<file path="src/rtl/msc_pkg.sv">
// ----------------------------------------------------------------------------
// msc_pkg
// Shared widths, constants, register indexes and control structs for the
// motor speed PD controller.
// ----------------------------------------------------------------------------
package msc_pkg;

  // Field widths
  localparam int FRAC_BITS   = 8;
  localparam int PERIOD_BITS = 24;
  localparam int SPEED_W     = 10;
  localparam int CMD_W       = 15;
  localparam int GAIN_W      = 16;
  localparam int OFFS_W      = 18;
  localparam int ERR_W       = 24;

  // Internal widths
  localparam int TNUM_W = 27;  // (speed*2^F - offset)*2^F, signed
  localparam int TGT_W  = 28;  // target RPM, signed Q.8
  localparam int MEAS_W = 25;  // measured RPM, unsigned Q.8
  localparam int E_W    = 29;  // error, signed Q.8
  localparam int EDIF_W = 30;  // error difference, signed Q.8
  localparam int PROD_W = 46;  // multiplier product
  localparam int ACC_W  = 48;  // PD sum, signed Q.16

  // Shared divider
  localparam int DIV_W     = 36;
  localparam int DIV_CNT_W = $clog2(DIV_W + 1);

  // RPM = 60e6 / period / 562.25 = 240e6 / (2249 * period)
  localparam logic [DIV_W-1:0] RPM_NUM_Q = 36'd61440000000;  // 240e6 * 2^F
  localparam logic [11:0]      RPM_DEN   = 12'd2249;

  // Command clamp, 120 RPM
  localparam logic [CMD_W-1:0] CMD_MAX = 15'd30720;
  localparam logic [ACC_W-1:0] SUM_MAX = 48'd7864320;

  // Drive saturation bounds
  localparam logic [SPEED_W-1:0] DRIVE_MIN = 10'h200;
  localparam logic [SPEED_W-1:0] DRIVE_MAX = 10'h1FF;

  // Configuration port
  localparam int ADDR_W = 5;
  localparam int IDX_W  = 3;
  localparam logic [IDX_W-1:0] REG_PROP_GAIN     = 3'd0;
  localparam logic [IDX_W-1:0] REG_DERIV_GAIN    = 3'd1;
  localparam logic [IDX_W-1:0] REG_SPEED_PER_RPM = 3'd2;
  localparam logic [IDX_W-1:0] REG_SPEED_OFFSET  = 3'd3;
  localparam logic [IDX_W-1:0] REG_WHOLE_ERROR   = 3'd4;

  typedef struct packed {
    logic [GAIN_W-1:0] prop_gain;
    logic [GAIN_W-1:0] deriv_gain;
    logic [GAIN_W-1:0] speed_per_rpm;
    logic [OFFS_W-1:0] speed_offset;
    logic              whole_error;
  } msc_cfg_t;

  typedef enum logic [1:0] {
    MUL_PROP,
    MUL_DERIV,
    MUL_SLOPE
  } msc_mul_sel_t;

  typedef struct packed {
    logic         load_in;
    logic         div_start;
    logic         div_sel;     // 0: measured RPM, 1: target RPM
    logic         store_meas;
    logic         store_tgt;
    logic         calc_err;
    logic         calc_diff;
    logic         mul_en;
    msc_mul_sel_t mul_sel;
    logic         acc_p;
    logic         acc_d;
    logic         clamp;
    logic         load_out;
  } msc_cmd_t;

  typedef struct packed {
    logic div_done;
  } msc_sts_t;

endpackage

</file>
<file path="src/rtl/motor_speed_pd_controller.sv">
// ----------------------------------------------------------------------------
// motor_speed_pd_controller
// Per-wheel PD speed loop with feedforward, stream in and out, APB registers.
// ----------------------------------------------------------------------------
// One input beat (commanded drive value, encoder period in microseconds)
// yields one output beat (new drive value, clamped command RPM in Q7.8).
// The block works on one item at a time: each item passes from acceptance to
// the output register through one shared 36-step bit-serial divider that runs
// twice per item (measured RPM, then target RPM), then multiply, accumulate and
// clamp. The output register lets the next item be accepted while a result
// still waits. The user must write registers through the APB port only while
// the block is idle; the block itself does not enforce this.
// ----------------------------------------------------------------------------
module motor_speed_pd_controller (
  input  logic                        clk,
  input  logic                        rst,
  // stream in
  input  logic                        s_tvalid,
  output logic                        s_tready,
  input  logic [39:0]                 s_tdata,   // [9:0] set_speed, [33:10] period_us
  // stream out
  output logic                        m_tvalid,
  input  logic                        m_tready,
  output logic [31:0]                 m_tdata,   // [9:0] drive_speed, [24:10] command_rpm
  // configuration
  input  logic                        psel,
  input  logic                        penable,
  input  logic                        pwrite,
  input  logic [msc_pkg::ADDR_W-1:0]  paddr,
  input  logic [31:0]                 pwdata,
  output logic [31:0]                 prdata,
  output logic                        pready
);
  import msc_pkg::*;

  msc_cfg_t           cfg;
  msc_cmd_t           cmd;
  msc_sts_t           sts;
  logic [IDX_W-1:0]   reg_idx;
  logic               cfg_wr;
  logic [SPEED_W-1:0] drive_speed;
  logic [CMD_W-1:0]   command_rpm;

  assign pready  = 1'b1;
  assign reg_idx = paddr[ADDR_W-1:2];
  assign cfg_wr  = psel & penable & pwrite & pready;

  // Register writes
  always_ff @(posedge clk) begin
    if (rst) begin
      cfg.prop_gain     <= 16'sd256;
      cfg.deriv_gain    <= '0;
      cfg.speed_per_rpm <= -16'sd729;
      cfg.speed_offset  <= -18'sd9009;
      cfg.whole_error   <= 1'b1;
    end else if (cfg_wr) begin
      case (reg_idx)
        REG_PROP_GAIN:     cfg.prop_gain     <= pwdata[GAIN_W-1:0];
        REG_DERIV_GAIN:    cfg.deriv_gain    <= pwdata[GAIN_W-1:0];
        REG_SPEED_PER_RPM: cfg.speed_per_rpm <= pwdata[GAIN_W-1:0];
        REG_SPEED_OFFSET:  cfg.speed_offset  <= pwdata[OFFS_W-1:0];
        REG_WHOLE_ERROR:   cfg.whole_error   <= pwdata[0];
        default: begin
        end
      endcase
    end
  end

  // Register reads, sign extended
  always_comb begin
    case (reg_idx)
      REG_PROP_GAIN:     prdata = {{(32-GAIN_W){cfg.prop_gain[GAIN_W-1]}}, cfg.prop_gain};
      REG_DERIV_GAIN:    prdata = {{(32-GAIN_W){cfg.deriv_gain[GAIN_W-1]}}, cfg.deriv_gain};
      REG_SPEED_PER_RPM: prdata = {{(32-GAIN_W){cfg.speed_per_rpm[GAIN_W-1]}},
                                   cfg.speed_per_rpm};
      REG_SPEED_OFFSET:  prdata = {{(32-OFFS_W){cfg.speed_offset[OFFS_W-1]}},
                                   cfg.speed_offset};
      REG_WHOLE_ERROR:   prdata = {31'b0, cfg.whole_error};
      default:           prdata = '0;
    endcase
  end

  msc_ctrl u_ctrl (
    .clk       (clk),
    .rst       (rst),
    .in_valid  (s_tvalid),
    .in_ready  (s_tready),
    .out_valid (m_tvalid),
    .out_ready (m_tready),
    .sts       (sts),
    .cmd       (cmd)
  );

  msc_datapath u_dp (
    .clk         (clk),
    .rst         (rst),
    .cfg         (cfg),
    .cmd         (cmd),
    .sts         (sts),
    .set_speed   (s_tdata[SPEED_W-1:0]),
    .period_us   (s_tdata[SPEED_W+PERIOD_BITS-1:SPEED_W]),
    .drive_speed (drive_speed),
    .command_rpm (command_rpm)
  );

  assign m_tdata = {7'b0, command_rpm, drive_speed};

endmodule

</file>
<file path="src/rtl/msc_div.sv">
// ----------------------------------------------------------------------------
// msc_div
// Unsigned restoring divider, one quotient bit per cycle.
// ----------------------------------------------------------------------------
module msc_div (
  input  logic                     clk,
  input  logic                     rst,
  input  logic                     start,
  input  logic [msc_pkg::DIV_W-1:0] num,
  input  logic [msc_pkg::DIV_W-1:0] den,
  output logic [msc_pkg::DIV_W-1:0] quo,
  output logic                     done
);
  import msc_pkg::*;

  logic [DIV_W-1:0]     rem;
  logic [DIV_W-1:0]     den_r;
  logic [DIV_CNT_W-1:0] cnt;
  logic                 busy;
  logic [DIV_W:0]       rem_sh;
  logic [DIV_W+1:0]     diff;
  logic                 ge;

  // Trial subtract of the shifted remainder
  always_comb begin
    rem_sh = {rem, quo[DIV_W-1]};
    diff   = {1'b0, rem_sh} - {2'b0, den_r};
    ge     = ~diff[DIV_W+1];
  end

  // Advance one quotient bit per cycle
  always_ff @(posedge clk) begin
    if (rst) begin
      busy <= 1'b0;
      done <= 1'b0;
      cnt  <= '0;
    end else if (start) begin
      rem   <= '0;
      quo   <= num;
      den_r <= den;
      cnt   <= DIV_CNT_W'(DIV_W);
      busy  <= 1'b1;
      done  <= 1'b0;
    end else if (busy) begin
      rem <= ge ? diff[DIV_W-1:0] : rem_sh[DIV_W-1:0];
      quo <= {quo[DIV_W-2:0], ge};
      cnt <= cnt - 1'b1;
      if (cnt == DIV_CNT_W'(1)) begin
        busy <= 1'b0;
        done <= 1'b1;
      end
    end else begin
      done <= 1'b0;
    end
  end

endmodule

</file>
<file path="src/rtl/msc_datapath.sv">
// ----------------------------------------------------------------------------
// msc_datapath
// Arithmetic of the speed loop: RPM divisions, error, PD sum, clamp and
// the map back to a drive value, with the output register.
// ----------------------------------------------------------------------------
module msc_datapath (
  input  logic                         clk,
  input  logic                         rst,
  input  msc_pkg::msc_cfg_t            cfg,
  input  msc_pkg::msc_cmd_t            cmd,
  output msc_pkg::msc_sts_t            sts,
  input  logic [msc_pkg::SPEED_W-1:0]  set_speed,
  input  logic [msc_pkg::PERIOD_BITS-1:0] period_us,
  output logic [msc_pkg::SPEED_W-1:0]  drive_speed,
  output logic [msc_pkg::CMD_W-1:0]    command_rpm
);
  import msc_pkg::*;

  logic [SPEED_W-1:0]     speed_r;
  logic [PERIOD_BITS-1:0] period_r;
  logic [MEAS_W-1:0]      measured_r;
  logic [TGT_W-1:0]       target_r;
  logic [E_W-1:0]         err_r;
  logic [EDIF_W-1:0]      edif_r;
  logic [ERR_W-1:0]       last_error;
  logic [PROD_W-1:0]      prod;
  logic [ACC_W-1:0]       acc;
  logic [CMD_W-1:0]       cmd_r;

  logic [PERIOD_BITS-1:0] period_eff;
  logic [DIV_W-1:0]       den_meas;
  logic [OFFS_W:0]        sp_q;
  logic [TNUM_W-1:0]      tnum;
  logic [TNUM_W-1:0]      tnum_mag;
  logic [GAIN_W-1:0]      slope_mag;
  logic                   q_neg;
  logic [DIV_W-1:0]       div_num;
  logic [DIV_W-1:0]       div_den;
  logic [DIV_W-1:0]       div_quo;
  logic                   div_done;
  logic [TGT_W-1:0]       tgt_mag;
  logic [TGT_W-1:0]       tgt_val;
  logic [E_W-1:0]         err_raw;
  logic [E_W-1:0]         err_base;
  logic [E_W-1:0]         err_val;
  logic [ERR_W-1:0]       last_sat;
  logic [GAIN_W-1:0]      mul_a;
  logic [EDIF_W-1:0]      mul_b;
  logic signed [PROD_W-1:0] mul_p;
  logic [CMD_W-1:0]       clamp_val;
  logic [PROD_W-1:0]      dsum;
  logic [EDIF_W-1:0]      dq;
  logic [SPEED_W-1:0]     drive_val;

  // Divider operands: measured RPM first, then target RPM magnitude
  always_comb begin
    period_eff = (period_r == '0) ? PERIOD_BITS'(1) : period_r;
    den_meas   = DIV_W'(RPM_DEN) * DIV_W'(period_eff);
    sp_q       = {speed_r[SPEED_W-1], speed_r, FRAC_BITS'(0)}
               - {cfg.speed_offset[OFFS_W-1], cfg.speed_offset};
    tnum       = {sp_q, FRAC_BITS'(0)};
    tnum_mag   = tnum[TNUM_W-1] ? (~tnum + TNUM_W'(1)) : tnum;
    slope_mag  = cfg.speed_per_rpm[GAIN_W-1] ? (~cfg.speed_per_rpm + GAIN_W'(1))
                                             : cfg.speed_per_rpm;
    q_neg      = tnum[TNUM_W-1] ^ cfg.speed_per_rpm[GAIN_W-1];
    div_num    = cmd.div_sel ? DIV_W'(tnum_mag) : RPM_NUM_Q;
    div_den    = cmd.div_sel ? DIV_W'(slope_mag) : den_meas;
  end

  msc_div u_div (
    .clk   (clk),
    .rst   (rst),
    .start (cmd.div_start),
    .num   (div_num),
    .den   (div_den),
    .quo   (div_quo),
    .done  (div_done)
  );

  assign sts.div_done = div_done;

  // Signed target; zero slope gives zero
  always_comb begin
    tgt_mag = {1'b0, div_quo[TGT_W-2:0]};
    if (cfg.speed_per_rpm == '0) begin
      tgt_val = '0;
    end else if (q_neg) begin
      tgt_val = ~tgt_mag + TGT_W'(1);
    end else begin
      tgt_val = tgt_mag;
    end
  end

  // Error, optionally truncated toward zero to whole RPM
  always_comb begin
    err_raw  = {target_r[TGT_W-1], target_r} - E_W'(measured_r);
    err_base = {err_raw[E_W-1:FRAC_BITS], FRAC_BITS'(0)};
    if (!cfg.whole_error) begin
      err_val = err_raw;
    end else if (err_raw[E_W-1] && (|err_raw[FRAC_BITS-1:0])) begin
      err_val = err_base + E_W'(1 << FRAC_BITS);
    end else begin
      err_val = err_base;
    end
  end

  // Saturate stored error to Q15.8
  always_comb begin
    if ((&err_r[E_W-1:ERR_W-1]) || ~(|err_r[E_W-1:ERR_W-1])) begin
      last_sat = err_r[ERR_W-1:0];
    end else if (err_r[E_W-1]) begin
      last_sat = {1'b1, {(ERR_W-1){1'b0}}};
    end else begin
      last_sat = {1'b0, {(ERR_W-1){1'b1}}};
    end
  end

  // Shared multiplier
  always_comb begin
    case (cmd.mul_sel)
      MUL_PROP: begin
        mul_a = cfg.prop_gain;
        mul_b = {err_r[E_W-1], err_r};
      end
      MUL_DERIV: begin
        mul_a = cfg.deriv_gain;
        mul_b = edif_r;
      end
      MUL_SLOPE: begin
        mul_a = cfg.speed_per_rpm;
        mul_b = EDIF_W'(cmd_r);
      end
      default: begin
        mul_a = '0;
        mul_b = '0;
      end
    endcase
    mul_p = $signed({{(PROD_W-GAIN_W){mul_a[GAIN_W-1]}}, mul_a})
          * $signed({{(PROD_W-EDIF_W){mul_b[EDIF_W-1]}}, mul_b});
  end

  // Clamp the PD sum to 0..120 RPM
  always_comb begin
    if (acc[ACC_W-1] || (acc == '0)) begin
      clamp_val = '0;
    end else if (acc >= SUM_MAX) begin
      clamp_val = CMD_MAX;
    end else begin
      clamp_val = acc[CMD_W+FRAC_BITS-1:FRAC_BITS];
    end
  end

  // Map back to drive: truncate toward zero, then saturate
  always_comb begin
    dsum = prod + PROD_W'({{(PROD_W-OFFS_W-FRAC_BITS){cfg.speed_offset[OFFS_W-1]}},
                           cfg.speed_offset, FRAC_BITS'(0)});
    dq   = dsum[PROD_W-1:2*FRAC_BITS];
    if (dsum[PROD_W-1] && (|dsum[2*FRAC_BITS-1:0])) begin
      dq = dq + EDIF_W'(1);
    end
    if (dq[EDIF_W-1] && !(&dq[EDIF_W-1:SPEED_W-1])) begin
      drive_val = DRIVE_MIN;
    end else if (!dq[EDIF_W-1] && (|dq[EDIF_W-1:SPEED_W-1])) begin
      drive_val = DRIVE_MAX;
    end else begin
      drive_val = dq[SPEED_W-1:0];
    end
  end

  // Error history
  always_ff @(posedge clk) begin
    if (rst) begin
      last_error <= '0;
    end else if (cmd.calc_diff) begin
      last_error <= last_sat;
    end
  end

  // Datapath registers
  always_ff @(posedge clk) begin
    if (cmd.load_in) begin
      speed_r  <= set_speed;
      period_r <= period_us;
    end
    if (cmd.store_meas) begin
      measured_r <= div_quo[MEAS_W-1:0];
    end
    if (cmd.store_tgt) begin
      target_r <= tgt_val;
    end
    if (cmd.calc_err) begin
      err_r <= err_val;
    end
    if (cmd.calc_diff) begin
      edif_r <= {err_r[E_W-1], err_r}
              - {{(EDIF_W-ERR_W){last_error[ERR_W-1]}}, last_error};
    end
    if (cmd.mul_en) begin
      prod <= mul_p;
    end
    if (cmd.acc_p) begin
      acc <= ACC_W'({measured_r, FRAC_BITS'(0)})
           + {{(ACC_W-PROD_W){prod[PROD_W-1]}}, prod};
    end else if (cmd.acc_d) begin
      acc <= acc + {{(ACC_W-PROD_W){prod[PROD_W-1]}}, prod};
    end
    if (cmd.clamp) begin
      cmd_r <= clamp_val;
    end
    if (cmd.load_out) begin
      drive_speed <= drive_val;
      command_rpm <= cmd_r;
    end
  end

endmodule

</file>
<file path="src/rtl/msc_ctrl.sv">
// ----------------------------------------------------------------------------
// msc_ctrl
// Sequencer for one item through the datapath, plus stream handshakes.
// ----------------------------------------------------------------------------
module msc_ctrl (
  input  logic               clk,
  input  logic               rst,
  input  logic               in_valid,
  output logic               in_ready,
  output logic               out_valid,
  input  logic               out_ready,
  input  msc_pkg::msc_sts_t  sts,
  output msc_pkg::msc_cmd_t  cmd
);
  import msc_pkg::*;

  typedef enum logic [3:0] {
    ST_IDLE,
    ST_START_MEAS,
    ST_WAIT_MEAS,
    ST_WAIT_TGT,
    ST_ERR,
    ST_DIFF,
    ST_ACC_P,
    ST_ACC_D,
    ST_CLAMP,
    ST_MUL_CMD,
    ST_OUT
  } state_t;

  state_t state;
  state_t state_next;
  logic   out_free;

  assign in_ready = (state == ST_IDLE);
  assign out_free = ~out_valid | out_ready;

  // Decode commands and next state
  always_comb begin
    cmd        = '0;
    cmd.mul_sel = MUL_PROP;
    state_next = state;
    case (state)
      ST_IDLE: begin
        if (in_valid) begin
          cmd.load_in = 1'b1;
          state_next  = ST_START_MEAS;
        end
      end
      ST_START_MEAS: begin
        cmd.div_start = 1'b1;
        state_next    = ST_WAIT_MEAS;
      end
      ST_WAIT_MEAS: begin
        if (sts.div_done) begin
          cmd.store_meas = 1'b1;
          cmd.div_start  = 1'b1;
          cmd.div_sel    = 1'b1;
          state_next     = ST_WAIT_TGT;
        end
      end
      ST_WAIT_TGT: begin
        cmd.div_sel = 1'b1;
        if (sts.div_done) begin
          cmd.store_tgt = 1'b1;
          state_next    = ST_ERR;
        end
      end
      ST_ERR: begin
        cmd.calc_err = 1'b1;
        state_next   = ST_DIFF;
      end
      ST_DIFF: begin
        cmd.calc_diff = 1'b1;
        cmd.mul_en    = 1'b1;
        cmd.mul_sel   = MUL_PROP;
        state_next    = ST_ACC_P;
      end
      ST_ACC_P: begin
        cmd.acc_p   = 1'b1;
        cmd.mul_en  = 1'b1;
        cmd.mul_sel = MUL_DERIV;
        state_next  = ST_ACC_D;
      end
      ST_ACC_D: begin
        cmd.acc_d  = 1'b1;
        state_next = ST_CLAMP;
      end
      ST_CLAMP: begin
        cmd.clamp  = 1'b1;
        state_next = ST_MUL_CMD;
      end
      ST_MUL_CMD: begin
        cmd.mul_en  = 1'b1;
        cmd.mul_sel = MUL_SLOPE;
        state_next  = ST_OUT;
      end
      ST_OUT: begin
        if (out_free) begin
          cmd.load_out = 1'b1;
          state_next   = ST_IDLE;
        end
      end
      default: begin
        state_next = ST_IDLE;
      end
    endcase
  end

  // Hold state and the output beat flag
  always_ff @(posedge clk) begin
    if (rst) begin
      state     <= ST_IDLE;
      out_valid <= 1'b0;
    end else begin
      state <= state_next;
      if (cmd.load_out) begin
        out_valid <= 1'b1;
      end else if (out_ready) begin
        out_valid <= 1'b0;
      end
    end
  end

endmodule
</file>
<file path="config.mk">
export PLATFORM = sky130hd
export DESIGN_NAME = motor_speed_pd_controller
export DESIGN_NICKNAME = d
export VERILOG_FILES = /design/src/rtl/msc_pkg.sv /design/src/rtl/motor_speed_pd_controller.sv /design/src/rtl/msc_div.sv /design/src/rtl/msc_datapath.sv /design/src/rtl/msc_ctrl.sv
export SDC_FILE = /design/constraint.sdc
export NUM_CORES = 2
export LEC_CHECK = 0
export ABC_CLOCK_PERIOD_IN_PS = 10700
export BUFFER_PORTS_ARGS = -buffer_cell sky130_fd_sc_hd__buf_2
export CAP_MARGIN = 20
export CORE_UTILIZATION = 60
export DETAILED_ROUTE_END_ITERATION = 16
export GPL_TIMING_DRIVEN = 0
export PLACE_DENSITY = 0.8
export SKIP_LAST_GASP = 1
export SLEW_MARGIN = 20
export SYNTH_ARGS = -nofsm -noshare
export SYNTH_HDL_FRONTEND = slang
export SYNTH_HIERARCHICAL = 1
export SYNTH_SLANG_ARGS = --single-unit
</file>
<file path="constraint.sdc">
create_clock -name clk -period 10.7 [get_ports clk]
set_input_delay 1.07 -clock clk [delete_from_list [all_inputs] [get_ports clk]]
set_output_delay 1.07 -clock clk [all_outputs]
set_load 0.03 [all_outputs]
</file>
# After elaboration in Yosys (flattened, before gate mapping)
# Index checks and enable logic that the tools add are counted.
# word_totals
ff_bits	492
elab_cells	164
# op_classes
addsub	13
multipliers	2
n_lt_le_gt_ge	1
eq_ne	21
muxes	50
n_bitwise	13
reduce_logical	35
# op_table
cell	count
two-way mux 36 bit	5
case mux 32 bit (5 select lines)	1
two-way mux 48 bit	2
case mux 30 bit (3 select lines)	1
two-way mux 24 bit	3
two-way mux 29 bit	2
two-way mux 27 bit	2
adder 48 bit	1
greater-or-equal comparator 48 x 23 -> 1 bit (second input constant)	1
logical NOT 48 bit	1
case mux 16 bit (3 select lines)	1
adder 34 x 46 -> 47 bit	1
adder 46 bit	1
multiplier 16 x 30 -> 46 bit	1
case mux 4 bit (11 select lines)	1
subtractor 37 x 36 -> 38 bit	1
multiplier 12 x 24 -> 36 bit (first input constant)	1
two-way mux 16 bit	2
adder 30 x 1 -> 30 bit (second input constant)	1
two-way mux 30 bit	1
subtractor 29 x 24 -> 30 bit	1
adder 29 x 9 -> 29 bit (second input constant)	1
subtractor 28 x 26 -> 29 bit	1
adder 28 x 1 -> 28 bit (second input constant)	1
50 further kinds	101

# Depth between registers and ports, before layout
# depth
word_depth	7
ltp_mapped	37
mapped_depth_nobuf	33

# Hierarchy
# Netlist, hierarchy kept.
# modules_own_cells
mod	n_inst	cells_per_inst	area_each_um2	seq_area_each_um2
msc_datapath	1	5001	44370.1	8888.5
msc_div	1	583	6626.4	3403.3
motor_speed_pd_controller	1	359	3527.1	1341.3
msc_ctrl	1	54	421.7	100.1

# Worst setup path after synthesis
# Ideal clock, no wire load.
# synth_timing
kind	reg2reg
start	register u_ctrl.state[1]
end	register u_dp.prod[38], data pin
setup_ps	260
arrival_time_ps	8891
required_time_ps	10440
setup_slack_ps	1549
stages_incl_launch_ff	34
n_path_buf	5
synth_period_minus_slack_ps	9151
cell_sequence	dfxtp_1 buf_4 nor2_1 and3_1 clkbuf_1 buf_1 buf_1 mux2i_1 o21a_1 clkbuf_1 nor2_1 fa_1 inv_1 fa_1 fa_1 fa_1 inv_1 fa_1 inv_1 fa_1 inv_1 ha_1 a21o_1 a21o_1 and2_1 a2111oi_0 o32ai_1 o41ai_1 o21bai_1 o41a_1 a21oi_1 o31ai_1 a31oi_1 xnor2_1
# synth_rtl
item	line	rtl
from (decl)	msc_ctrl.sv:31	state_t state;
from (signal assigned)	msc_ctrl.sv:116	state <= state_next;
to (signal assigned)	msc_datapath.sv:199	prod <= mul_p;
to (decl)	msc_datapath.sv:26	logic [PROD_W-1:0] prod;

==> impl_metrics.ini <==
[synthesis]
syn_avg_cell_area_um2 = 9.16
yosysWarningCount = 6
synth-main-ff-cell = edfxtp_1
syn-cell-area_um2 = 54900
synth.distinct_cells = 114
synthArstFlopShare_pct = 0
synth_edf_count = 388
syn_inst = 5997
ys_ff_latch = 492
ys_seq_area_share_pct = 25.0

[place]
place_congestion = 1.02
port_buffers = 118
placed_area_um2 = 57500
hpwlAfterDp_um = 131000

[global_route]
gr-total-overflow = 0
grt_pass1_wl_um = 252000
grt_max_degree = 49
grt_pass1_vias = 45200
track_usage_pct = 35.1
antenna_found_initial = 7

[detailed_routing]
route.detailed.drc = 0
wl_um = 161000
viasPerCell = 6.04
dr.pass1.iters = 7
antenna_left = 0
wire_per_inst_um = 21.7
via_count = 44943
first_iter_violations = 4264

[hold_path]
hp-class = register to register
hold_path_depth = 2

[floorplanning]
fp.coreArea_um2 = 90400
dieWidth_um = 305
ios = 151
die_y_um = 305
dieArea_um2 = 92800
num_rows = 110
initial_utilization_pct = 60.8

[final_layout]
final_cell_mix = 876 x inv_1, 623 x nor2_1, 520 x fa_1
mostFrequentLayoutCell = inv_1
fin_area_um2 = 59700
fill_cells = 7283
drive_gt1_share_pct = 8.45
area_growth_pct = 8.70
nets = 7284

[timing]
clock.fmax_mhz = 95.9
setup_viol = 0
min_period_over_period_pct = 97.4
slew_viol_final = 0
worstMarginPinSlew_ns = 1.08
skew_ns = 0.0387
maxSlewHeadroom_pct = 27.6
layout_min_cycle_time_ns = 10.43
finalHoldViolCount = 0

[setup_path]
worstSetupPathType = register to register
cp_slowest_stage_delay_ns = 0.68
required_ns = 11.03
critPathCaptureType = register
cp_common_cell = fa_1
crit_slowest_cell = xor2_1
arrival_ns = 10.76
r2r_cells = 30
critPathLaunchType = register
crit_fanout = 10

[status]
status = finished, final reports clean

[power]
p_per_area_nw_per_um2 = 193
p_total_mw = 11.5
ir_worst_vdd_uv = 391
p_leak_nw = 26.9

[clocking]
clk_pin_slew_worst_paths_ns = 0.07
clk_latency_ns = 0.65
cts_hold_buf = 0
clock_sinks = 492
root_buffer = clkbuf_16
cts_tree = yes
cts_made_buffers = 54
cts_htree_levels = 2
clk_path_buf_depth = 3

[job]
cap_violations = 0
==> per-layer routing <==
layer	up-vias	track usage [%]	share of wire, %	wire, um
met5	-	0	0.0050	8
li1	20600	-	-	-
met4	2	20.5	6.7	10800
met1	21803	45.2	39	62900
met3	479	7.32	9.9	16000
met2	2059	55.0	44	71500
==> cell usage after synthesis (29+ instances only) <==
library cell | n | area, um2
inv_1 | 877 | 3290
nor2_1 | 629 | 2360
fa_1 | 520 | 10400
nand2_1 | 483 | 1810
ha_1 | 467 | 5840
edfxtp_1 | 388 | 11700
a21oi_1 | 324 | 1620
o21ai_0 | 194 | 971
xnor2_1 | 191 | 1670
clkbuf_1 | 165 | 619
mux2i_1 | 142 | 1420
xor2_1 | 139 | 1220
nor3_1 | 125 | 626
a21o_1 | 112 | 841
dfxtp_1 | 104 | 2080
nand2b_1 | 101 | 632
nor2b_1 | 90 | 563
nand3_1 | 84 | 420
o21a_1 | 58 | 435
or3_1 | 55 | 344
mux2_2 | 46 | 518
and3_1 | 42 | 263
a211oi_1 | 38 | 285
or2_2 | 37 | 231
a31oi_1 | 35 | 219
o21bai_1 | 33 | 248
nand4_1 | 32 | 200
and2_1 | 30 | 188
nor4_1 | 30 | 188
buf_4 | 29 | 218
o31ai_1 | 29 | 218
==> report_power, final <==
part	internal (mW)	switching (mW)
clock network	1.24	0.842
registers	2.67	0.180
logic	2.78	3.83
total	6.69	4.86
==> critical path: cells and delay by family (launching register included) <==
kind / cells / cell delay, ns
adders and majority gates: 7 / 3.46
DFF: 1 / 0.45
buffers and inverters: 9 / 1.75
and+or+nand+nor: 5 / 1.39
AOI/OAI and AO/OA: 7 / 1.95
xor gates and xnor gates: 1 / 0.68
muxes: 1 / 0.39
==> repair_timing <==
action	4_1_cts	5_1_grt
pin swaps	0	2
setup endpoints to repair	22	15
buffers inserted	0	3
gates resized for setup	56	47
==> through the flow <==
stage / util (%) / hold WS, ns / setup TNS [ns] / setup WS [ns] / cells
6_report: 66.1 / 0.481 / 0 / 0.275 / 7440
5_1_grt: 66.0 / 0.506 / -0.00416 / -0.00416 / 7435
4_1_cts: 65.9 / 0.480 / -0.105 / -0.105 / 7433
3_5_place_dp: 63.5 / 0.459 / -24.39 / -1.72 / 7332
3_3_place_gp: 63.1 / 0.464 / -20.85 / -1.52 / 7308
2_1_floorplan: - / 0.426 / 0 / 1.55 / 6014
==> area by class of cell <==
| class | instances | area (um2) | share of cell area, % |
|---|---|---|---|
| inverters | 879 | 3300 | 5.53 |
| clock inverters | 34 | 487 | 0.815 |
| clock buffers | 68 | 1500 | 2.51 |
| flip-flops and latches | 492 | 13700 | 23.0 |
| plain buffers | 234 | 1190 | 2.00 |
| well taps | 1176 | 1470 | 2.46 |
| diodes | 5 | 12.5 | 0.0209 |
| repair buffers | 146 | 902 | 1.51 |
| multi-input cells | 4406 | 37100 | 62.2 |
==> logic make-up after synthesis <==
family | Yosys count | share of synthesized area, %
AOI/OAI and AO/OA | 1038 | 12.2
xor gates and xnor gates | 330 | 5.26
adders and majority gates | 987 | 29.6
buffers and inverters | 1116 | 8.11
DFF | 492 | 25.0
muxes | 203 | 4.13
other | 3 | 0.0205
and+or+nand+nor | 1828 | 15.7
==> final timing paths <==
check | slack [ns] | to | from
min | 0.48 | u_dp/last_error[4] | u_dp/last_error[4]
max reg2reg | 0.27 | u_dp/prod[42] | u_ctrl/state[3]
max | 0.27 | u_dp/prod[42] | u_ctrl/state[3]
min reg2reg | 0.48 | u_dp/last_error[4] | u_dp/last_error[4]
==> registers in the layout (all words and copies together), names as in the netlist, 29 cells and up <==
name	flops
u_dp/u_div/quo	36
cfg	67
u_dp/err_r	29
u_dp/prod	46
u_dp/u_div/den_r	36
u_dp/u_div/rem	36
u_dp/acc	48
u_dp/edif_r	30
Note: power is estimated with default switching activity, not from simulation.
